File: src/rtl/lstwp_pkg.sv
// Package for the lidar scan to world point block: beat types, register codes,
// CORDIC constants and arctangent table. No dependencies.
`timescale 1ns / 1ps
package lstwp_pkg;

  localparam int ANGLE_BITS_DEF    = 16;
  localparam int CORDIC_STAGES_DEF = 16;
  localparam int ATAN_ENTRIES      = 24;
  localparam int Q_DEPTH           = 2;
  localparam int XW                = 36;
  localparam int ZW                = 34;
  localparam int RW                = XW - 16;
  localparam logic [31:0] GAIN_Q32 = 32'd2608131496;
  localparam logic [9:0]  DECIMATION_RST = 10'd50;

  typedef enum logic [2:0] {
    REG_SCAN_START   = 3'd0,
    REG_ANGLE_STEP   = 3'd1,
    REG_RANGE_LOW    = 3'd2,
    REG_RANGE_HIGH   = 3'd3,
    REG_POSE_X       = 3'd4,
    REG_POSE_Y       = 3'd5,
    REG_POSE_HEADING = 3'd6,
    REG_DECIMATION   = 3'd7
  } reg_idx_e;

  typedef enum logic [2:0] {
    ST_IDLE,
    ST_MUL,
    ST_ITER,
    ST_ROUND,
    ST_ADD,
    ST_HOLD
  } back_state_e;

  typedef struct packed {
    logic [15:0] range_mm;
    logic        scan_first;
  } pt_in_t;

  typedef struct packed {
    logic signed [31:0] world_x;
    logic signed [31:0] world_y;
    logic [15:0]        point_index;
  } pt_out_t;

  typedef struct packed {
    logic [15:0] range_mm;
    logic [15:0] theta;
    logic [15:0] index;
  } pt_job_t;

  typedef struct packed {
    logic [15:0]        scan_start_angle;
    logic [15:0]        angle_step;
    logic [15:0]        range_low;
    logic [15:0]        range_high;
    logic signed [31:0] pose_x;
    logic signed [31:0] pose_y;
    logic [15:0]        pose_heading;
    logic [9:0]         decimation;
  } lstwp_cfg_t;

  localparam lstwp_cfg_t CFG_RST = '{
    scan_start_angle: 16'd0, angle_step: 16'd0, range_low: 16'd0, range_high: 16'hFFFF,
    pose_x: 32'sd0, pose_y: 32'sd0, pose_heading: 16'd0, decimation: DECIMATION_RST
  };

  function automatic logic [31:0] atan_turns(input logic [4:0] i);
    logic [31:0] v;
    case (i)
      5'd0:  v = 32'h20000000;
      5'd1:  v = 32'h12E4051E;
      5'd2:  v = 32'h09FB385B;
      5'd3:  v = 32'h051111D4;
      5'd4:  v = 32'h028B0D43;
      5'd5:  v = 32'h0145D7E1;
      5'd6:  v = 32'h00A2F61E;
      5'd7:  v = 32'h00517C55;
      5'd8:  v = 32'h0028BE53;
      5'd9:  v = 32'h00145F2F;
      5'd10: v = 32'h000A2F98;
      5'd11: v = 32'h000517CC;
      5'd12: v = 32'h00028BE6;
      5'd13: v = 32'h000145F3;
      5'd14: v = 32'h0000A2FA;
      5'd15: v = 32'h0000517D;
      5'd16: v = 32'h000028BE;
      5'd17: v = 32'h0000145F;
      5'd18: v = 32'h00000A30;
      5'd19: v = 32'h00000518;
      5'd20: v = 32'h0000028C;
      5'd21: v = 32'h00000146;
      5'd22: v = 32'h000000A3;
      5'd23: v = 32'h00000051;
      default: v = 32'h0;
    endcase
    return v;
  endfunction

endpackage

File: src/rtl/lstwp_front.sv
// Front end: accepts sample beats, tracks beam angle, index and decimation phase,
// and forwards qualifying samples as jobs. Depends on lstwp_pkg.
`timescale 1ns / 1ps
module lstwp_front import lstwp_pkg::*; (
  input  logic       clk_i,
  input  logic       rst_ni,
  input  lstwp_cfg_t cfg_i,
  input  logic       take_i,
  input  pt_in_t     item_i,
  output logic       job_push_o,
  output pt_job_t    job_o
);

  logic [15:0] angle_q, angle_d, count_q, count_d, ang_cur, cnt_cur;
  logic [9:0]  phase_q, phase_d, ph_cur, dec;
  logic [10:0] ph_next;

  always_comb begin
    ang_cur = item_i.scan_first ? cfg_i.scan_start_angle : angle_q;
    cnt_cur = item_i.scan_first ? 16'd0 : count_q;
    ph_cur  = item_i.scan_first ? 10'd0 : phase_q;
    dec     = (cfg_i.decimation == 10'd0) ? 10'd1 : cfg_i.decimation;
    ph_next = {1'b0, ph_cur} + 11'd1;
    angle_d = ang_cur + cfg_i.angle_step;
    count_d = cnt_cur + 16'd1;
    phase_d = (ph_next >= {1'b0, dec}) ? 10'd0 : ph_next[9:0];
    job_push_o = take_i && (item_i.range_mm > cfg_i.range_low) &&
                 (item_i.range_mm < cfg_i.range_high) && (ph_cur == 10'd0);
    job_o.range_mm = item_i.range_mm;
    job_o.theta    = ang_cur + cfg_i.pose_heading;
    job_o.index    = cnt_cur;
  end

  always_ff @(posedge clk_i or negedge rst_ni) begin
    if (!rst_ni) begin
      angle_q <= '0;
      count_q <= '0;
      phase_q <= '0;
    end else if (take_i) begin
      angle_q <= angle_d;
      count_q <= count_d;
      phase_q <= phase_d;
    end
  end

endmodule

File: src/rtl/lstwp_queue.sv
// Short job queue between front and back end.
// Depends on lstwp_pkg.
`timescale 1ns / 1ps
module lstwp_queue import lstwp_pkg::*; (
  input  logic    clk_i,
  input  logic    rst_ni,
  input  logic    push_i,
  input  pt_job_t data_i,
  output logic    full_o,
  input  logic    pop_i,
  output logic    valid_o,
  output pt_job_t data_o
);

  localparam int PW = (Q_DEPTH > 1) ? $clog2(Q_DEPTH) : 1;

  pt_job_t mem_q [Q_DEPTH];
  logic [PW-1:0] wr_q, rd_q;
  logic [PW:0]   cnt_q;

  assign full_o  = (cnt_q == (PW+1)'(Q_DEPTH));
  assign valid_o = (cnt_q != '0);
  assign data_o  = mem_q[rd_q];

  always_ff @(posedge clk_i) begin
    if (push_i) begin
      mem_q[wr_q] <= data_i;
    end
  end

  always_ff @(posedge clk_i or negedge rst_ni) begin
    if (!rst_ni) begin
      wr_q  <= '0;
      rd_q  <= '0;
      cnt_q <= '0;
    end else begin
      if (push_i) begin
        wr_q <= (wr_q == PW'(Q_DEPTH - 1)) ? '0 : wr_q + PW'(1);
      end
      if (pop_i) begin
        rd_q <= (rd_q == PW'(Q_DEPTH - 1)) ? '0 : rd_q + PW'(1);
      end
      cnt_q <= cnt_q + (PW+1)'(push_i) - (PW+1)'(pop_i);
    end
  end

endmodule

File: src/rtl/lstwp_back.sv
// Back end: gain multiply, quadrant fold, iterative CORDIC rotation, rounding,
// pose offset with saturation and result register. Depends on lstwp_pkg.
`timescale 1ns / 1ps
module lstwp_back import lstwp_pkg::*; #(
  parameter int ANGLE_BITS    = ANGLE_BITS_DEF,
  parameter int CORDIC_STAGES = CORDIC_STAGES_DEF
) (
  input  logic       clk_i,
  input  logic       rst_ni,
  input  lstwp_cfg_t cfg_i,
  input  logic       job_valid_i,
  input  pt_job_t    job_i,
  output logic       job_pop_o,
  output logic       out_valid_o,
  output pt_out_t    out_o,
  input  logic       out_pop_i
);

  localparam logic [31:0] PMASK = ~((32'd1 << (32 - ANGLE_BITS)) - 32'd1);
  localparam logic [4:0]  LAST  = 5'(CORDIC_STAGES - 1);

  back_state_e state_q, state_d;
  pt_job_t     job_q;
  logic signed [XW-1:0] x_q, x_d, y_q, y_d, xs, ys;
  logic signed [ZW-1:0] z_q, z_d, at;
  logic [4:0]  iter_q, iter_d;
  logic signed [RW-1:0] rx_q, ry_q, rx_d, ry_d;
  logic [47:0] prod;
  logic [31:0] phase;
  logic        fold, out_valid_q, out_load;
  pt_out_t     out_q, out_d;
  logic signed [33:0] sx, sy;

  function automatic logic signed [31:0] sat(input logic signed [33:0] v);
    logic signed [31:0] r;
    if (v > 34'sh07FFFFFFF) r = 32'sh7FFFFFFF;
    else if (v < -34'sh080000000) r = 32'sh80000000;
    else r = v[31:0];
    return r;
  endfunction

  always_comb begin
    state_d   = state_q;
    x_d       = x_q;
    y_d       = y_q;
    z_d       = z_q;
    iter_d    = iter_q;
    rx_d      = rx_q;
    ry_d      = ry_q;
    job_pop_o = 1'b0;
    out_load  = 1'b0;
    prod      = 48'(job_q.range_mm) * 48'(GAIN_Q32);
    phase     = {job_q.theta, 16'd0} & PMASK;
    fold      = (phase[31:30] == 2'd1) || (phase[31:30] == 2'd2);
    xs        = x_q >>> iter_q;
    ys        = y_q >>> iter_q;
    at        = ZW'(atan_turns(iter_q));
    sx        = 34'(cfg_i.pose_x) + 34'(rx_q);
    sy        = 34'(cfg_i.pose_y) + 34'(ry_q);
    out_d.world_x     = sat(sx);
    out_d.world_y     = sat(sy);
    out_d.point_index = job_q.index;
    unique case (state_q)
      ST_IDLE: begin
        if (job_valid_i) begin
          job_pop_o = 1'b1;
          state_d   = ST_MUL;
        end
      end
      ST_MUL: begin
        x_d    = fold ? -$signed({4'd0, prod[47:16]}) : $signed({4'd0, prod[47:16]});
        y_d    = '0;
        z_d    = ZW'($signed({phase[31] ^ fold, phase[30:0]}));
        iter_d = '0;
        state_d = ST_ITER;
      end
      ST_ITER: begin
        if (!z_q[ZW-1]) begin
          x_d = x_q - ys;
          y_d = y_q + xs;
          z_d = z_q - at;
        end else begin
          x_d = x_q + ys;
          y_d = y_q - xs;
          z_d = z_q + at;
        end
        iter_d = iter_q + 5'd1;
        if (iter_q == LAST) state_d = ST_ROUND;
      end
      ST_ROUND: begin
        rx_d = RW'((x_q + XW'(32768)) >>> 16);
        ry_d = RW'((y_q + XW'(32768)) >>> 16);
        state_d = ST_ADD;
      end
      ST_ADD, ST_HOLD: begin
        if (!out_valid_q || out_pop_i) begin
          out_load = 1'b1;
          state_d  = ST_IDLE;
        end else begin
          state_d  = ST_HOLD;
        end
      end
      default: state_d = ST_IDLE;
    endcase
  end

  always_ff @(posedge clk_i or negedge rst_ni) begin
    if (!rst_ni) begin
      state_q     <= ST_IDLE;
      out_valid_q <= 1'b0;
    end else begin
      state_q <= state_d;
      if (out_load) out_valid_q <= 1'b1;
      else if (out_pop_i) out_valid_q <= 1'b0;
    end
  end

  always_ff @(posedge clk_i) begin
    if (job_pop_o) job_q <= job_i;
    x_q    <= x_d;
    y_q    <= y_d;
    z_q    <= z_d;
    iter_q <= iter_d;
    rx_q   <= rx_d;
    ry_q   <= ry_d;
    if (out_load) out_q <= out_d;
  end

  assign out_valid_o = out_valid_q;
  assign out_o       = out_q;

`ifndef SYNTHESIS
  a_iter_range: assert property (@(posedge clk_i) disable iff (!rst_ni)
    (state_q == ST_ITER) |-> (iter_q <= LAST)) else $error("cordic iteration overrun");
  a_mul_after_pop: assert property (@(posedge clk_i) disable iff (!rst_ni)
    (state_q == ST_MUL) |-> $past(job_pop_o)) else $error("multiply without job");
  a_load_from_add: assert property (@(posedge clk_i) disable iff (!rst_ni)
    out_load |-> (state_q == ST_ADD || state_q == ST_HOLD)) else $error("stray result load");
`endif

endmodule

File: src/rtl/lidar_scan_to_world_points.sv
// Lidar scan to world points. Front end accepts one sample beat per cycle into a
// two-job queue while the queue is not full; the back end works one point at a time
// in steps (pop, multiply, CORDIC_STAGES iterations of one shared stage, round,
// offset) and takes no new job until the point is loaded into the result register.
// Samples that give no point pass at one per cycle while the queue has room.
// Asynchronous active-low reset clears config to defaults, scan state and queues.
`timescale 1ns / 1ps
module lidar_scan_to_world_points import lstwp_pkg::*; #(
  parameter int ANGLE_BITS    = ANGLE_BITS_DEF,
  parameter int CORDIC_STAGES = CORDIC_STAGES_DEF
) (
  input  logic        clk_i,
  input  logic        rst_ni,
  input  logic        push,
  output logic        full,
  input  pt_in_t      in_item_i,
  output logic        empty,
  input  logic        pop,
  output pt_out_t     out_item_o,
  input  logic        psel,
  input  logic        penable,
  input  logic        pwrite,
  input  logic [4:0]  paddr,
  input  logic [31:0] pwdata,
  output logic [31:0] prdata,
  output logic        pready
);

  lstwp_cfg_t cfg_q;
  logic       wr_en, take, job_push, job_full, job_valid, job_pop, out_valid;
  pt_job_t    job_in, job_head;
  reg_idx_e   ridx;

  assign pready = 1'b1;
  assign wr_en  = psel && penable && pwrite;
  assign ridx   = reg_idx_e'(paddr[4:2]);

  always_ff @(posedge clk_i or negedge rst_ni) begin
    if (!rst_ni) begin
      cfg_q <= CFG_RST;
    end else if (wr_en) begin
      unique case (ridx)
        REG_SCAN_START:   cfg_q.scan_start_angle <= pwdata[15:0];
        REG_ANGLE_STEP:   cfg_q.angle_step       <= pwdata[15:0];
        REG_RANGE_LOW:    cfg_q.range_low        <= pwdata[15:0];
        REG_RANGE_HIGH:   cfg_q.range_high       <= pwdata[15:0];
        REG_POSE_X:       cfg_q.pose_x           <= pwdata;
        REG_POSE_Y:       cfg_q.pose_y           <= pwdata;
        REG_POSE_HEADING: cfg_q.pose_heading     <= pwdata[15:0];
        REG_DECIMATION:   cfg_q.decimation       <= pwdata[9:0];
        default: ;
      endcase
    end
  end

  always_comb begin
    unique case (ridx)
      REG_SCAN_START:   prdata = {16'd0, cfg_q.scan_start_angle};
      REG_ANGLE_STEP:   prdata = {16'd0, cfg_q.angle_step};
      REG_RANGE_LOW:    prdata = {16'd0, cfg_q.range_low};
      REG_RANGE_HIGH:   prdata = {16'd0, cfg_q.range_high};
      REG_POSE_X:       prdata = cfg_q.pose_x;
      REG_POSE_Y:       prdata = cfg_q.pose_y;
      REG_POSE_HEADING: prdata = {16'd0, cfg_q.pose_heading};
      REG_DECIMATION:   prdata = {22'd0, cfg_q.decimation};
      default:          prdata = '0;
    endcase
  end

  assign full  = job_full;
  assign take  = push && !job_full;
  assign empty = !out_valid;

  lstwp_front u_front (
    .clk_i      (clk_i),
    .rst_ni     (rst_ni),
    .cfg_i      (cfg_q),
    .take_i     (take),
    .item_i     (in_item_i),
    .job_push_o (job_push),
    .job_o      (job_in)
  );

  lstwp_queue u_queue (
    .clk_i   (clk_i),
    .rst_ni  (rst_ni),
    .push_i  (job_push),
    .data_i  (job_in),
    .full_o  (job_full),
    .pop_i   (job_pop),
    .valid_o (job_valid),
    .data_o  (job_head)
  );

  lstwp_back #(
    .ANGLE_BITS    (ANGLE_BITS),
    .CORDIC_STAGES (CORDIC_STAGES)
  ) u_back (
    .clk_i       (clk_i),
    .rst_ni      (rst_ni),
    .cfg_i       (cfg_q),
    .job_valid_i (job_valid),
    .job_i       (job_head),
    .job_pop_o   (job_pop),
    .out_valid_o (out_valid),
    .out_o       (out_item_o),
    .out_pop_i   (pop && out_valid)
  );

endmodule
File: config.mk
export PLATFORM = sky130hd
export DESIGN_NAME = lidar_scan_to_world_points
export DESIGN_NICKNAME = d
export VERILOG_FILES = /design/src/rtl/lstwp_pkg.sv /design/src/rtl/lstwp_front.sv /design/src/rtl/lstwp_queue.sv /design/src/rtl/lstwp_back.sv /design/src/rtl/lidar_scan_to_world_points.sv
export SDC_FILE = /design/constraint.sdc
export NUM_CORES = 2
export LEC_CHECK = 0
export BUFFER_PORTS_ARGS = -buffer_cell sky130_fd_sc_hd__buf_2
export CAP_MARGIN = 20
export CORE_AREA = 2 2 257 322
export CTS_CLUSTER_SIZE = 20
export DETAILED_ROUTE_END_ITERATION = 8
export DIE_AREA = 0 0 259 324
export GPL_TIMING_DRIVEN = 0
export PLACE_DENSITY = 0.81
export SLEW_MARGIN = 20
export SYNTH_ARGS = -nofsm -noshare
export SYNTH_HDL_FRONTEND = slang
export SYNTH_SLANG_ARGS = --single-unit
File: constraint.sdc
create_clock -name clk_i -period 9.2 [get_ports clk_i]
set_clock_uncertainty 0.1 [all_clocks]
set_input_delay 1.38 -clock clk_i [delete_from_list [all_inputs] [get_ports clk_i]]
set_output_delay 1.38 -clock clk_i [all_outputs]
set_load 0.02 [all_outputs]
After elaboration in Yosys (flattened, before gate mapping)
Memory sizes are Yosys's and may differ from the RTL's. A register that Yosys moved wholly into a read port is not among the register bits.
Cells that the tools add are included.
Word-level totals
  output and inout bits: 115
  flip-flop bits (word level): 435
  ROM bits: 960
  RAM bits: 96
  word-level logic and storage cells: 135
  memories: 2
  bits of input ports: 61
Cells by class
  bitwise gates (word level): 1
  $add $sub $neg: 20
  multiplexer cells: 31
  shift-type cells: 2
  eq/ne operators: 18
  multiply operators: 1
  magnitude comparators: 7
  reduce and logical (&&, ||, !) cells: 28
Memories
  (name not given): depth 32, width 30, rd ports 1, clocked after Yosys merged registers in 1, write ports 0, RTL line lstwp_pkg.sv:71  | case (i)
  u_queue.mem_q: depth 2, width 48, rd ports 1, clocked after Yosys merged registers in 1, write ports 1, RTL line lstwp_queue.sv:17  | pt_job_t mem_q [Q_DEPTH];
Operators with widths (count)
  $pmux 32 s8: 1
  $pmux 36 s2: 2
  $mux 36: 3
  $add 36x17->36 const B: 2
  $add 36x36->36: 2
  $sshr 36x5->36: 2
  $sub 36x36->36: 2
  $gt 34x32->1 const B: 2
  $lt 34x32->1 const B: 2
  $pmux 34 s2: 1
  $add 32x20->33: 2
  $mux 32: 2
  $mul 16x29->45 const B: 1
  $neg 32->36: 1
  $add 34x33->34: 1
  $mux 34: 1
  $sub 34x33->34: 1
  $add 16x16->16: 2
  $mux 16: 2
  $mux 10: 3
  $logic_not 10->1: 2
  $eq 3x3->1 const B: 6
  $reduce_and 2->1: 9
  $add 16x1->16 const B: 1
  27 further kinds: 55

Logic depth before layout (Yosys ltp)
  depth after elaboration: 8
  depth in mapped cells: 29
  gate-level depth less buffers: 27

Cells and area by module
A second synthesis with hierarchy kept.
Second synthesis, totals
  cell total of the unflattened synthesis: 5089
  area, all modules: 51780.9 um^2
By module, submodules not included
  lstwp_back: cells each 3832, seq. area each 9078.7 um^2, times used 1, area each 36231.0 um^2
  lidar_scan_to_world_points: cells each 523, seq. area each 3877.5 um^2, times used 1, area each 7025.5 um^2
  lstwp_front: cells each 570, seq. area each 1051.0 um^2, times used 1, area each 4815.9 um^2
  lstwp_queue: cells each 164, seq. area each 2982.9 um^2, times used 1, area each 3708.6 um^2

Worst setup path before layout
Ideal clock, no wire load.
  kind: reg2reg
  from: reg, netlist name u_back.job_q[40]
  to: reg u_back.x_q[34] (data pin)
  period minus slack after synthesis: 7145 ps
  setup time: 254 ps
  path slack: 2055 ps
  data arrival time: 6791 ps
  path buffers: 1
  required time: 8846 ps
  stages on the path, launching flop included: 24
  cell sequence: edfxtp_1 ha_1 inv_1 fa_1 fa_1 inv_1 fa_1 fa_1 inv_1 fa_1 inv_1 ha_1 clkbuf_1 a21oi_1 o21ai_0 o21ai_0 or2_2 o211ai_1 xnor2_1 nand2_1 nor4_2 nand2_1 o31a_1 a21o_1
Between the ends
  word-level cells in the longest chain between the ends: 4
RTL lines
  $mul 16x29->45: RTL line lstwp_back.sv:52  | prod = 48'(job_q.range_mm) * 48'(GAIN_Q32);
  $neg 32->36: RTL line lstwp_back.sv:71  | x_d = fold ? -$signed({4'd0, prod[47:16]}) : $signed({4'd0, prod[47:16]});
  $mux 36: RTL line lstwp_back.sv:71
  $pmux 36 s2: RTL line lstwp_back.sv:63  | unique case (state_q)
  net u_back.x_d[34]: RTL line lstwp_back.sv:24  | logic signed [XW-1:0] x_q, x_d, y_q, y_d, xs, ys;
  to (signal assigned): RTL line lstwp_back.sv:120  | x_q <= x_d;
  to (decl): RTL line lstwp_back.sv:24
The timed path passes the listed nets, and every way through them passes these cells.
A chain may end at the register's enable or synchronous reset.

Final worst setup path
  from: reg u_back.iter_q[4]
  to: reg u_back.y_q[25] (data pin)
Between the ends
  word-level cells in the longest chain between the ends: 4
  elaborated cells on any way between the ends: 5
  classes of those cells: add/sub (2); shift (1); mux (2)
RTL lines
  from (decl): RTL line lstwp_back.sv:26  | logic [4:0] iter_q, iter_d;
  from (signal assigned): RTL line lstwp_back.sv:123  | iter_q <= iter_d;
  $sshr 36x5->36 *: RTL line lstwp_back.sv:55  | xs = x_q >>> iter_q;
  $add 36x36->36 or $sub 36x36->36 (tied branches): RTL line lstwp_back.sv:80, lstwp_back.sv:84
  $mux 36 *: RTL line lstwp_back.sv:78  | if (!z_q[ZW-1]) begin
  $pmux 36 s2 *: RTL line lstwp_back.sv:63
  to (signal assigned): RTL line lstwp_back.sv:121  | y_q <= y_d;
  to (decl): RTL line lstwp_back.sv:24
Mark *: on every way between the ends. The rest lies on a longest branch, timed or not.

==> results.json <==
{
  "grt_max_degree": 89,
  "start_util_pct": 63.3,
  "synthCells": 5149,
  "max_freq_mhz": 112,
  "die_area_sq_um": 83900,
  "hold_path_class": "flip-flop to flip-flop",
  "htreeDepth": 3,
  "num_io_pins": 176,
  "cp-start-kind": "flip-flop",
  "crit_required_ns": 9.46,
  "synthTopCellsByArea": "edfxtp_1, ha_1, dfrtp_1",
  "drive_gt1_share_pct": 13.1,
  "cts.clk_slew.worst_paths_ns": 0.07,
  "cp-end-kind": "flip-flop",
  "clock_latency_ns": 0.67,
  "postLayoutCoreUtil_pct": 69.6,
  "report.final.hold_viol_count": 0,
  "slew_violations": 0,
  "relSlewSlack_pct": 17.0,
  "met2_usage_pct": 67.2,
  "synth_most_common_cell": "ha_1",
  "fin_crit_sh_pct": 97.3,
  "gp_congestion": 1.04,
  "cts_max_path_buffers": 3,
  "nNetsFinal": 6064,
  "yosys.area.top_type_share_pct": 22.0,
  "final-setup-viol-count": 0,
  "fin_crit_ns": 8.95,
  "avgSynthCellArea_sq_um": 9.96,
  "dieHeight_um": 324,
  "use_met3_pct": 8.22,
  "crit_type": "flip-flop to flip-flop",
  "drcViolationCount": 0,
  "synth_warnings": 0,
  "routedWlPerCell_um": 26.9,
  "min_path_cells": 0,
  "use_met1_pct": 52.2,
  "path_max_fanout": 10,
  "synth.distinct_cells": 105,
  "crit_slowest_cell": "clkbuf_1",
  "dr.pass1.iters": 9,
  "cts_hold_buf": 0,
  "cts.sinks": 609,
  "globalRouteTotalUtil_pct": 41.5,
  "rsz0062_at_grt": "false",
  "critical_path_arrival_ns": 9.21,
  "grt_pass1_vias": 42536,
  "syn_area_sq_um": 51300,
  "vias": 43699,
  "root_buffer": "clkbuf_16",
  "maxCapViolations": 0,
  "grt-ovfl-total": 0,
  "core_area_sq_um": 81000,
  "grt_pass1_wl_um": 260000,
  "syn_nets": 5806,
  "cts_buffers": 66,
  "grt-busiest-layer": "met2",
  "outcome": "complete, no violations",
  "dp_slack_ns": 0.637,
  "initialDrtViolationCount": 5144,
  "area_growth_pct": 9.87,
  "critical_path_depth": 27,
  "rr_worst_depth": 27,
  "antenna_found_initial": 10,
  "routed_wl_um": 176000,
  "yosysTopAreaCell": "edfxtp_1",
  "tightestPinTransition_ns": 1.25,
  "dp.cells": 6410,
  "placementRows": 117,
  "vias_per_cell": 6.69,
  "stdcell_count": 6536,
  "synth_common_cells": "ha_1, inv_1, a21oi_1, nor2_1, edfxtp_1",
  "ys_seq_elements": 609,
  "fin_ws_ns": 0.247,
  "synth-main-ff-cell": "edfxtp_1",
  "cts_tree": "done",
  "synth_edf_count": 375,
  "async_flop_share_pct": 33.5,
  "port_buffers": 170,
  "ant_nets": 0,
  "cp_num_buf_inv": 7,
  "ys_seq_area_share_pct": 33.1,
  "die_w_um": 259,
  "dpl.hpwl_um": 136000,
  "timing.hold.ws_ns": 0.318,
  "path_delay_family": "buffers and inverters",
  "max_stage_delay_ns": 0.80
}
kinds of logic (layout without fill, tap and decap cells):
logic type	Yosys count	count (layout)	share of synthesized area, %
XOR/XNOR	380	380	6.49
buffers and inverters	643	954	4.90
flip-flops	609	609	33.1
adder cells (fa/ha/maj)	601	601	17.2
other	1	6	0.00731
AND/OR/NAND/NOR	1266	1266	11.6
AO/OA/AOI/OAI	1244	1244	15.5
multiplexers	405	405	11.2
state kept, by name (all words and copies together) (netlist names):
register / cells
cfg_q: 154
u_queue.mem_q: 96
u_back.out_o: 80
u_back.job_q: 48
u_back.x_q: 36
u_back.y_q: 36
u_back.z_q: 34
u_back.at: 30
u_back.rx_q: 20
u_back.ry_q: 20
u_front.angle_q: 16
u_front.count_q: 16
u_front.phase_q: 10
u_back.iter_q: 5
u_back.state_q: 3
u_queue.cnt_q: 2
u_back.out_valid_o: 1
u_queue.rd_q: 1
u_queue.wr_q: 1
metrics by stage:
| step | area [sq um] | setup TNS [ns] |
|---|---|---|
| floorplan | 51300 | 0 |
| global placement | 53500 | -34.43 |
| detailed placement | 53900 | 0 |
| CTS | 56300 | 0 |
| global route | 56300 | 0 |
| finish | 56300 | 0 |
worst reg2reg max path: cells and delay by family, from the launching register on:
family / cells / cell delay [ns]
buf+inv: 7 / 3.63
fa+ha+maj: 2 / 0.54
flops: 1 / 0.46
simple gates: 8 / 1.30
xor+xnor: 2 / 0.35
compound gates: 8 / 2.29
what timing repair did:
item,CTS,global route
endpoints found under the setup margin,0,2
setup buffers,0,0
resized for setup,0,1
endpoints found under the hold margin,0,0
placed cells by master, fill, tap and decap left out, types with 17 or more instances in the layout:
cell type / instances
nand2_1: 364
and2_1: 24
fa_1: 175
dfrtp_1: 185
edfxtp_1: 375
and3_1: 53
o21ai_0: 262
buf_1: 35
xnor2_1: 208
a22o_1: 19
ha_1: 421
nor3_1: 86
a221oi_1: 17
xor2_1: 172
clkbuf_16: 68
mux2i_1: 84
a21o_1: 145
a21oi_1: 379
inv_1: 416
or3_1: 27
o31ai_1: 22
o21a_1: 49
nand3_1: 95
clkbuf_1: 157
nor2b_1: 63
nand4_1: 39
dfxtp_1: 30
mux4_2: 93
a211oi_1: 25
mux2_2: 211
o22ai_1: 23
a31oi_1: 59
buf_2: 199
dfstp_2: 19
nor2_1: 373
o211ai_1: 28
o21bai_1: 35
nand2b_1: 56
nor4_1: 22
routing by layer:
metal / up-vias / share of wire, %
met3: 624 / 10
met1: 21420 / 37
li1: 19156 / -
met5: - / 0.018
met4: 4 / 6.5
met2: 2495 / 46
path summary, 6_finish.rpt:
check                                                start  slack, ns                             end
worst max register to register  u_back.iter_q[4]$_DFFE_PN_       0.25    u_back.y_q[25]$_SDFFCE_PN0N_
worst min register to register  u_back.job_q[14]$_DFFE_PP_       0.32      u_back.out_o[14]$_DFFE_PP_
worst max-delay path            u_back.iter_q[4]$_DFFE_PN_       0.25    u_back.y_q[25]$_SDFFCE_PN0N_
worst min-delay path            u_back.job_q[14]$_DFFE_PP_       0.32      u_back.out_o[14]$_DFFE_PP_
max in group asynchronous                           rst_ni       7.61           cfg_q[86]$_DFFE_PN0P_
min in group asynchronous                           rst_ni       0.53  u_front.angle_q[3]$_DFFE_PN0P_
area by class of cell:
class | instances | area (sq um)
buffer | 220 | 927
antenna | 5 | 12.5
multi-input combinational | 3897 | 31800
clock inverter | 41 | 651
inverter | 423 | 1590
sequential | 609 | 17000
fill | 6145 | 24600
timing repair buffer | 190 | 1190
tap | 1071 | 1340
clock buffer | 80 | 1810
Power is not shown: default switching activity piles up to over one toggle a cycle in this logic, so the estimate is an artifact.
